==> src/hdl/pdr_pkg.sv <==
// Shared types and constants for the pixel depth reducer and packer.
// No dependencies; used by every module in this folder.
`default_nettype none

package pdr_pkg;

	localparam int SampleWidth = 8;
	localparam int BpsWidth    = 4;
	localparam int LineWidthW  = 16;
	localparam int CfgIndexW   = 2;
	localparam int CfgDataW    = 16;

	localparam int DefMaxLineWidth = 65535;

	// Register indexes on the configuration port.
	localparam logic [CfgIndexW-1:0] REG_BITS_PER_SAMPLE = 2'd0;
	localparam logic [CfgIndexW-1:0] REG_LINE_WIDTH      = 2'd1;
	localparam logic [CfgIndexW-1:0] REG_INDEX_MODE      = 2'd2;

	localparam logic [BpsWidth-1:0]   RST_BITS_PER_SAMPLE = 4'd8;
	localparam logic [LineWidthW-1:0] RST_LINE_WIDTH      = 16'd1;

	// One packed output byte and its end-of-line flag.
	typedef struct packed {
		logic [7:0] packed_byte;
		logic       end_of_line;
	} result_t;

	// Up to two results produced by one pixel, first one in slot a.
	typedef struct packed {
		logic [1:0] count;
		result_t    a;
		result_t    b;
	} push_t;

endpackage

`default_nettype wire

==> src/hdl/pixel_depth_reduce_packer.sv <==
// Top level of the pixel depth reducer and MSB-first byte packer.
// Depends on pdr_pkg, pdr_reduce and pdr_result_fifo.
//
// Usage:
// Pixels enter one per request on the s_axis channel (tdata = sample). Each
// sample is reduced to bits_per_sample bits, either scaled as a gray level
// (floor(s * (2^bps - 1) / 255)) or truncated as a palette index, and the
// values are packed into bytes with the first pixel in the most significant
// bits. Bytes leave on the m_axis channel; tlast marks the byte that closes
// a scanline. The last pixel of a line flushes any partial byte, zero padded.
// A pixel can yield two bytes: a full byte and then the flushed line end.
//
// Timing: one pixel is accepted per clock. The reduced sample is registered
// in the first stage, then packed and written into a four-entry result queue.
// The queue takes two results in one cycle, which lets a line-end pixel that
// gives two bytes pass without a bubble; the input stalls only when the queue
// cannot take two more results because the receiver holds tready low.
//
// Reset clears the packing state, empties the queue and sets bits_per_sample
// to 8, line_width to 1 and index_mode to 0. Configuration must be written by
// the user via cfg_we / cfg_index / cfg_data while the block is idle (not enforced).
`default_nettype none

module pixel_depth_reduce_packer #(
	parameter int MAX_LINE_WIDTH = pdr_pkg::DefMaxLineWidth
) (
	input  wire logic                               clk,
	input  wire logic                               arst_n,
	// Configuration write port.
	input  wire logic                               cfg_we,
	input  wire logic [pdr_pkg::CfgIndexW-1:0]      cfg_index,
	input  wire logic [pdr_pkg::CfgDataW-1:0]       cfg_data,
	// Pixel input stream.
	input  wire logic                               s_axis_tvalid,
	output logic                                    s_axis_tready,
	input  wire logic [7:0]                         s_axis_tdata,  // [7:0] sample
	// Packed byte output stream.
	output logic                                    m_axis_tvalid,
	input  wire logic                               m_axis_tready,
	output logic [7:0]                              m_axis_tdata,  // [7:0] packed_byte
	output logic                                    m_axis_tlast   // end_of_line
);

	localparam logic [pdr_pkg::LineWidthW-1:0] MaxWidth = pdr_pkg::LineWidthW'(MAX_LINE_WIDTH);

	// Configuration registers.
	logic [pdr_pkg::BpsWidth-1:0]   bps_q;
	logic [pdr_pkg::LineWidthW-1:0] width_q;
	logic                           index_mode_q;

	// Packing state.
	logic [7:0]                     acc_q;
	logic [2:0]                     filled_q;
	logic [pdr_pkg::LineWidthW-1:0] column_q;

	// First stage: reduced sample.
	logic                           valid_s1;
	logic [7:0]                     value_s1;

	logic [pdr_pkg::BpsWidth-1:0]   bps_eff;
	logic [pdr_pkg::LineWidthW-1:0] width_eff;
	logic [7:0]                     value;
	logic                           room_for_two;
	logic                           advance;
	logic                           in_accept;

	logic [4:0]                     total;
	logic [15:0]                    window;
	logic [pdr_pkg::LineWidthW-1:0] column_next;
	logic                           eol;
	logic [7:0]                     acc_next;
	logic [2:0]                     filled_next;
	pdr_pkg::push_t                 push;
	pdr_pkg::result_t               head;

	// Clamp the registers to their legal ranges.
	always_comb begin
		if (bps_q == '0) begin
			bps_eff = 4'd1;
		end else if (bps_q > 4'd8) begin
			bps_eff = 4'd8;
		end else begin
			bps_eff = bps_q;
		end
		if (width_q == '0 || width_q > MaxWidth) begin
			width_eff = MaxWidth;
		end else begin
			width_eff = width_q;
		end
	end

	pdr_reduce u_reduce (
		.sample     (s_axis_tdata),
		.bps        (bps_eff),
		.index_mode (index_mode_q),
		.value      (value)
	);

	assign advance       = valid_s1 && room_for_two;
	assign s_axis_tready = !valid_s1 || room_for_two;
	assign in_accept     = s_axis_tvalid && s_axis_tready;

	always_ff @(posedge clk) begin
		if (in_accept) begin
			value_s1 <= value;
		end
	end

	// Packing: the new value lands right after the filled bits in a 16-bit
	// window; the upper byte is the byte under construction, the lower byte
	// holds bits that straddle into the next byte.
	always_comb begin
		total       = 5'(filled_q) + 5'(bps_eff);
		window      = {acc_q, 8'h00} | (16'(value_s1) << (5'd16 - total));
		column_next = column_q + 16'd1;
		eol         = column_next == width_eff;
		push        = '0;
		if (total >= 5'd8) begin
			push.a.packed_byte = window[15:8];
			filled_next        = 3'(total - 5'd8);
			acc_next           = window[7:0];
			push.a.end_of_line = eol && (filled_next == 3'd0);
			push.count         = 2'd1;
		end else begin
			filled_next = total[2:0];
			acc_next    = window[15:8];
		end
		// Line end flushes any leftover bits as a zero-padded byte.
		if (eol && filled_next != 3'd0) begin
			if (push.count == 2'd0) begin
				push.a.packed_byte = acc_next;
				push.a.end_of_line = 1'b1;
			end else begin
				push.b.packed_byte = acc_next;
				push.b.end_of_line = 1'b1;
			end
			push.count = push.count + 2'd1;
		end
		if (!advance) begin
			push.count = 2'd0;
		end
	end

	always_ff @(posedge clk or negedge arst_n) begin
		if (!arst_n) begin
			bps_q        <= pdr_pkg::RST_BITS_PER_SAMPLE;
			width_q      <= pdr_pkg::RST_LINE_WIDTH;
			index_mode_q <= 1'b0;
			acc_q        <= '0;
			filled_q     <= '0;
			column_q     <= '0;
			valid_s1     <= 1'b0;
		end else begin
			if (cfg_we) begin
				unique case (cfg_index)
					pdr_pkg::REG_BITS_PER_SAMPLE: bps_q        <= cfg_data[pdr_pkg::BpsWidth-1:0];
					pdr_pkg::REG_LINE_WIDTH:      width_q      <= cfg_data;
					pdr_pkg::REG_INDEX_MODE:      index_mode_q <= cfg_data[0];
					default: ;
				endcase
			end
			if (in_accept) begin
				valid_s1 <= 1'b1;
			end else if (advance) begin
				valid_s1 <= 1'b0;
			end
			if (advance) begin
				if (eol) begin
					acc_q    <= '0;
					filled_q <= '0;
					column_q <= '0;
				end else begin
					acc_q    <= acc_next;
					filled_q <= filled_next;
					column_q <= column_next;
				end
			end
		end
	end

	pdr_result_fifo u_result_fifo (
		.clk          (clk),
		.arst_n       (arst_n),
		.push         (push),
		.room_for_two (room_for_two),
		.out_valid    (m_axis_tvalid),
		.out_data     (head),
		.out_ready    (m_axis_tready)
	);

	assign m_axis_tdata = head.packed_byte;
	assign m_axis_tlast = head.end_of_line;

endmodule

`default_nettype wire

==> src/hdl/pdr_reduce.sv <==
// Depth reduction of one 8-bit sample to bps bits (gray scaling or index truncation).
// Depends on pdr_pkg.
`default_nettype none

module pdr_reduce (
	input  wire logic [pdr_pkg::SampleWidth-1:0] sample,
	input  wire logic [pdr_pkg::BpsWidth-1:0]    bps,
	input  wire logic                            index_mode,
	output logic      [pdr_pkg::SampleWidth-1:0] value
);

	logic [8:0]  maxv_wide;
	logic [7:0]  maxv;
	logic [15:0] prod;
	logic [16:0] sum;

	// bps is already clamped to 1..8, so maxv fits in eight bits.
	always_comb begin
		maxv_wide = (9'd1 << bps) - 9'd1;
		maxv      = maxv_wide[7:0];
		prod      = 16'(sample) * 16'(maxv);
		// Division by 255 as multiply-by-reciprocal: exact for prod <= 255 * 255.
		sum       = 17'(prod) + 17'(prod[15:8]) + 17'd1;
		if (index_mode) begin
			value = sample & maxv;
		end else begin
			value = sum[15:8];
		end
	end

endmodule

`default_nettype wire

==> src/hdl/pdr_result_fifo.sv <==
// Four-entry result queue that takes up to two results per cycle and gives one.
// Depends on pdr_pkg.
`default_nettype none

module pdr_result_fifo (
	input  wire logic            clk,
	input  wire logic            arst_n,
	input  wire pdr_pkg::push_t  push,
	output logic                 room_for_two,
	output logic                 out_valid,
	output pdr_pkg::result_t     out_data,
	input  wire logic            out_ready
);

	pdr_pkg::result_t entry_q [4];
	logic [1:0] wr_ptr_q;
	logic [1:0] rd_ptr_q;
	logic [2:0] count_q;
	logic       pop;
	logic [1:0] wr_next;

	assign pop          = out_valid && out_ready;
	assign out_valid    = count_q != 3'd0;
	assign out_data     = entry_q[rd_ptr_q];
	assign room_for_two = count_q <= 3'd2;
	assign wr_next      = wr_ptr_q + 2'd1;

	always_ff @(posedge clk) begin
		if (push.count != 2'd0) begin
			entry_q[wr_ptr_q] <= push.a;
		end
		if (push.count == 2'd2) begin
			entry_q[wr_next] <= push.b;
		end
	end

	always_ff @(posedge clk or negedge arst_n) begin
		if (!arst_n) begin
			wr_ptr_q <= '0;
			rd_ptr_q <= '0;
			count_q  <= '0;
		end else begin
			wr_ptr_q <= wr_ptr_q + push.count;
			if (pop) begin
				rd_ptr_q <= rd_ptr_q + 2'd1;
			end
			count_q <= count_q + 3'(push.count) - 3'(pop);
		end
	end

endmodule

`default_nettype wire
==> config.mk <==
export PLATFORM = sky130hd
export DESIGN_NAME = pixel_depth_reduce_packer
export DESIGN_NICKNAME = d
export VERILOG_FILES = /design/src/hdl/pdr_pkg.sv /design/src/hdl/pixel_depth_reduce_packer.sv /design/src/hdl/pdr_reduce.sv /design/src/hdl/pdr_result_fifo.sv
export SDC_FILE = /design/constraint.sdc
export NUM_CORES = 1
export LEC_CHECK = 0
export ABC_CLOCK_PERIOD_IN_PS = 10800
export BUFFER_PORTS_ARGS = -buffer_cell sky130_fd_sc_hd__buf_2
export CORE_MARGIN = 5
export CORE_UTILIZATION = 40
export CTS_CLUSTER_DIAMETER = 30
export CTS_CLUSTER_SIZE = 16
export DETAILED_ROUTE_END_ITERATION = 6
export GPL_ROUTABILITY_DRIVEN = 0
export PLACE_DENSITY_LB_ADDON = 0.12
export RECOVER_POWER = 50
export SYNTH_ARGS = -nofsm -noshare
export SYNTH_HDL_FRONTEND = slang
export SYNTH_HIERARCHICAL = 1
export SYNTH_SLANG_ARGS = --single-unit
==> constraint.sdc <==
create_clock -name clk -period 10.8 [get_ports clk]
set_clock_uncertainty 0.15 [all_clocks]
set_input_delay 1.08 -clock clk [delete_from_list [all_inputs] [get_ports clk]]
set_output_delay 1.08 -clock clk [all_outputs]
set_load 0.05 [all_outputs]
Word level (Yosys, flattened, before mapping). Memories as Yosys holds them, arrays and structs flattened. Index checks and enable logic that the tools add are counted.

Add/sub/neg operators: 13. $mul: 1. $lt $le $gt $ge: 4. Equality and inequality tests: 4. Shifts and indexed selects: 2. Multiplexer cells: 20. Bitwise logic cells: 2. Reduce and logical (&&, ||, !) cells: 20.

Operators with widths (number): adder 16 x 1 -> 16 bit (second input constant) (2); 2-to-1 mux 16 bit (2); 2-to-1 mux 8 bit (3); 2-to-1 mux 20 bit (1); 2-to-1 mux 9 bit (2); adder 16 x 8 -> 16 bit (1); == test 16 bit (1); > comparator 16 bit (second input constant) (1); zero test 16 bit (1); multiplier 8 x 8 -> 16 bit (1); OR 16 bit (1); left shift 8 x 5 -> 16 bit (1); 2-to-1 mux 10 bit (1); bitwise AND 8 bit (1); 2-to-1 mux 4 bit (2); left shift 1 x 4 -> 8 bit (first input constant) (1); subtractor 8 x 1 -> 8 bit (second input constant) (1); adder 2 x 1 -> 2 bit (second input constant) (3); 2-to-1 mux 1 bit (6); 2-to-1 mux 3 bit (2); AND reduction 2 bit (3); nonzero test 3 bit (2); adder 3 x 4 -> 5 bit (1); greater-or-equal comparator 5 x 4 -> 1 bit (second input constant) (1); 17 further kinds (25).

Register bits after elaboration: 64. RAM bits: 36. Memories: 1.

Memories: u_result_fifo.entry_q (words 4, width 9, rd ports 1, clocked after Yosys merged registers in 0, wr ports 2, line pdr_result_fifo.sv:15) `pdr_pkg::result_t entry_q [4];`.

Depth between registers and ports, before layout.
Depth after elaboration: 15. Depth in mapped cells: 33. Gate-level depth less buffers: 30.

Cells and area by module. The synthesis kept the hierarchy.

Modules (own cells, without submodules): pixel_depth_reduce_packer (instances 1, cells an instance 425, area each 4018.9 µm², seq. area each 1468.9 µm²); pdr_reduce (instances 1, cells an instance 356, area each 2801.4 µm², seq. area each 0.0 µm²); pdr_result_fifo (instances 1, cells an instance 128, area each 2218.4 µm², seq. area each 1256.2 µm²).

Least setup slack after synthesis. OpenSTA, ideal clock, no wires.

Path kind: register -> register. Start: reg bps_q[3] (netlist name). End: reg value_s1[5] (data pin). Library setup time: 259 ps. Data arrival time: 7274 ps. Data required time: 10391 ps. Path slack: 3117 ps. Stages on the path, launching flop included: 31. Path buffers: 3. Clock period less this slack: 7683 ps. Path through: dfstp_2 > clkbuf_1 > nor2b_1 > clkbuf_1 > or4_1 > clkbuf_1 > ha_1 > nor3_1 > a21oi_1 > o21ai_1 > nand2_1 > fa_1 > fa_1 > inv_1 > fa_1 > inv_1 > fa_1 > inv_1 > ha_1 > a2111oi_0 > a21oi_1 > a2111oi_0 > and3b_1 > clkinv_2 > ha_1 > o21ai_0 > a21oi_1 > nor2_1 > o31a_1 > o31a_1 > o31a_1.

Cells in the longest elaborated chain, start to end: 9. Elaborated cells between the ends (all ways): 11.

Ends and longest elaborated chain: from (decl) (line pixel_depth_reduce_packer.sv:47) `logic [pdr_pkg::BpsWidth-1:0] bps_q;`; from (signal assigned) (line pixel_depth_reduce_packer.sv:146) `bps_q <= pdr_pkg::RST_BITS_PER_SAMPLE;`; from (signal assigned) (line pixel_depth_reduce_packer.sv:156) `pdr_pkg::REG_BITS_PER_SAMPLE: bps_q <= cfg_data[pdr_pkg::BpsWidth-1:0];`; > comparator 4 bit (line pixel_depth_reduce_packer.sv:80) `end else if (bps_q > 4'd8) begin`; 2-to-1 mux 4 bit (line pixel_depth_reduce_packer.sv:80); 2-to-1 mux 4 bit (*) (line pixel_depth_reduce_packer.sv:78) `if (bps_q == '0) begin`; named net bps_eff (one bit) (line pixel_depth_reduce_packer.sv:60) `logic [pdr_pkg::BpsWidth-1:0] bps_eff;`; left shift 1 x 4 -> 8 bit (*) (line pdr_reduce.sv:19) `maxv_wide = (9'd1 << bps) - 9'd1;`; subtractor 8 x 1 -> 8 bit (*) (line pdr_reduce.sv:19); multiplier 8 x 8 -> 16 bit (line pdr_reduce.sv:21) `prod = 16'(sample) * 16'(maxv);`; adder 16 x 8 -> 16 bit (line pdr_reduce.sv:23) `sum = 17'(prod) + 17'(prod[15:8]) + 17'd1;`; adder 16 x 1 -> 16 bit (line pdr_reduce.sv:23); 2-to-1 mux 8 bit (*) (line pdr_reduce.sv:24) `if (index_mode) begin`; named net value[5] (line pixel_depth_reduce_packer.sv:62) `logic [7:0] value;`; to (signal assigned) (line pixel_depth_reduce_packer.sv:105) `value_s1 <= value;`; to (decl) (line pixel_depth_reduce_packer.sv:58) `logic [7:0] value_s1;`.

The timed path passes the listed nets; every way through them passes the cells marked *. A chain may end at the register's enable or synchronous reset.

Worst setup path after layout.
Start: reg bps_q[3] (netlist name). End: reg value_s1[4] (data pin).

Same word-level chain as after synthesis.

==> run metrics <==
core area=0.0224 mm2; yosys warns=6; post-layout util=0.434; crit-path max FO=26; post-DR wirelength/cell=between 15 and 20 um; Yosys top cell by area=dfrtp_1; cell with the most instances after synthesis=inv_1; sequential share of the synthesized area=0.301; drt first pass iters=7; CP startpoint kind=register; RSZ-0062 raised after global routing=false; Rows=55; # nets final=approximately 1.1k; Cells after Synth=909; Top-Level Pins=42; Remaining Overflow, GRT=0; final std cells w/o fill=approximately 1.2k; Hold Fails Final Rpt=0; Mapped Nets=about 1.0k; Worst setup EP type=register; MaxCap Viol Count=2; post-route clock period utilization=0.791; P&R area growth vs syn=7.81%; I/O Buffers=slightly above 40; critical path data required time=between 10 and 15 ns; Setup Fix Bufs, Post-CTS=0; DRC Markers=0; CP dominant cell by count=fa_1; Die Y=between 150 and 200 um; max frequency=roughly 120 MHz; worst path bufs/invs=4; dpl hpwl=between 15000 and 20000 um; largest cells by area after synthesis=dfrtp_1 (15%), edfxtp_1 (15%), fa_1 (8.4%); worst setup path class=reg -> reg; fraction of layout cells with a size suffix above 1=0.164; initial core utilization=0.403; highest cell delay on the worst timing path=a little under 0.8 ns; GRT Total Usage=0.169; placement-stage cell area=roughly 0.0095 mm2; H-tree Lvls=3; Cell Area, Synth=about 0.009 mm2; placed insts=~1.2k; family with the most delay on the worst path=adder cells; total vias in the final route=around 6.6k; full die area=approximately 0.026 mm2; pin count of the biggest net entering global routing=57; Synth top cells by count=inv_1 (82), nand2_1 (71), mux2_2 (60); post-route cell area=roughly 0.0097 mm2; DRT iter0 DRCs=between 400 and 500; Die W=160 um; Slew Limit Fails=slightly below 90; failing checks=max-capacitance violations, max-slew violations; clock buffer count from CTS=9; CTS Hold Bufs=0; clock buffer depth=2; final WL=21300 um; global-route wire length before repair=between 30000 and 40000 um; final setup vio count=0; worst hold-check path type=reg -> reg; # diodes=0; status=finished, violations left; Final min period=~8.5 ns; clock transition at the registers of the reported paths=around 0.070 ns; vias in the first global route=6782; CTS-repair resized insts=0; DRT antenna net count=0; Synth Flop Type=dfrtp_1; Synth top area share=0.150; CTS tree=yes; TNS Setup=0 ns; Post-Syn Area per Cell=roughly 10 um2; Avg Vias per Cell=5.44; Root Driver=clkbuf_16; clock sinks=100; slew margin rel.=-1.08; Post-synth EDFFs=between 40 and 50; Crit-path slowest cell=dfstp_2; worst-skew pair later-pin latency=roughly 0.35 ns; initial antenna violation count=0; number of synthesized register bits=100; ys async rst share=0.560; critical path arrival=about 8.5 ns; Netlist cell types=86; Worst-Margin Slew=3.12 ns
final timing paths:
| path | from | endpoint | slack, ns | cells past startpoint |
|---|---|---|---|---|
| hold reg to reg | acc_q[0]$_DFFE_PN0P_ | acc_q[0]$_DFFE_PN0P_ | 0.34 | 2 |
| max in group asynchronous | arst_n | filled_q[0]$_DFFE_PN0P_ | 7.04 | 2 |
| setup reg to reg | bps_q[3]$_DFFE_PN1P_ | value_s1[4]$_DFFE_PP_ | 2.25 | 27 |
| hold / removal | acc_q[0]$_DFFE_PN0P_ | acc_q[0]$_DFFE_PN0P_ | 0.34 | 2 |
| min in group asynchronous | arst_n | width_q[8]$_DFFE_PN0P_ | 1.72 | 2 |
| setup / recovery | bps_q[3]$_DFFE_PN1P_ | value_s1[4]$_DFFE_PP_ | 2.25 | 27 |
registers in the layout, summed over array words and instances (netlist names):
name,count
width_q,16
bps_q,4
u_result_fifo/count_q,3
value_s1,8
column_q,16
u_result_fifo/wr_ptr_q,2
valid_s1,1
acc_q,8
u_result_fifo/rd_ptr_q,2
index_mode_q,1
u_result_fifo/entry_q,36
filled_q,3
kinds of logic after synthesis:
| group | synth area share |
|---|---|
| AND/OR/NAND/NOR | 0.181 |
| buffers and inverters | 0.0573 |
| multiplexers | 0.132 |
| AO/OA/AOI/OAI | 0.124 |
| flip-flops | 0.301 |
| adder cells (fa/ha/maj) | 0.160 |
| XOR/XNOR | 0.0443 |
area by class of cell:
| class | instances | area (um2) |
|---|---|---|
| fillers | 2189 | 12700 |
| flip-flops and latches | 100 | 2730 |
| well taps | 285 | 357 |
| inverters | 85 | 320 |
| clock inverters | 6 | 88.8 |
| multi-input cells | 684 | 5790 |
| repair buffers | 49 | 241 |
| clock buffers | 9 | 225 |
worst register-to-register path: stages, from the launching register on:
cell	delay (ns)
dfstp_2	0.79
nor2b_1	0.21
or4_1	0.77
ha_1	0.32
nor3_1	0.18
a21oi_1	0.06
o21ai_1	0.52
nand2_1	0.16
fa_1	0.52
fa_1	0.55
inv_1	0.05
fa_1	0.53
inv_1	0.05
fa_1	0.47
inv_1	0.04
ha_1	0.38
a2111oi_0	0.41
a21oi_1	0.13
a2111oi_0	0.40
and3b_1	0.26
clkinv_2	0.08
ha_1	0.13
o21ai_0	0.07
a21oi_1	0.16
o21ai_1	0.13
o31ai_4	0.35
a31oi_1	0.14
o31a_1	0.31
per-layer routing:
metal	routed length, um	part of all wire	GRT usage
met1	9590	0.45	0.215
met3	523	0.025	0.0223
met4	428	0.020	0.0520
met5	0	0	0
met2	10800	0.51	0.300
through the flow:
step	hold slack (ns)	setup WS [ns]
after floorplan	0.299	3.12
after global placement	0.322	2.50
after detailed placement	0.325	2.36
after CTS	0.341	2.31
after global routing	0.368	1.61
final	0.339	2.25
cells in the final DEF (no fill, tap or decap), drive strengths merged, types with 5 or more instances in the layout:
cell type  instances
a21o              17
a21oi             45
a31oi              6
and2              35
and3              11
buf               34
clkbuf            24
clkinv             5
dfrtp             54
edfxtp            44
fa                38
ha                55
inv               83
mux2              69
mux2i             18
mux4               9
nand2             72
nand2b            11
nand3             22
nand3b             6
nand4              5
nor2              54
nor2b             11
nor3              11
nor3b              7
nor4              14
nor4b              6
o21ai             26
o31a               6
o31ai             17
or3                7
or4                5
xnor2             26
xor2              12
Power is left out: the tool's default activity adds up to more than one toggle a clock period on the data nets, which glitch-free logic cannot reach.
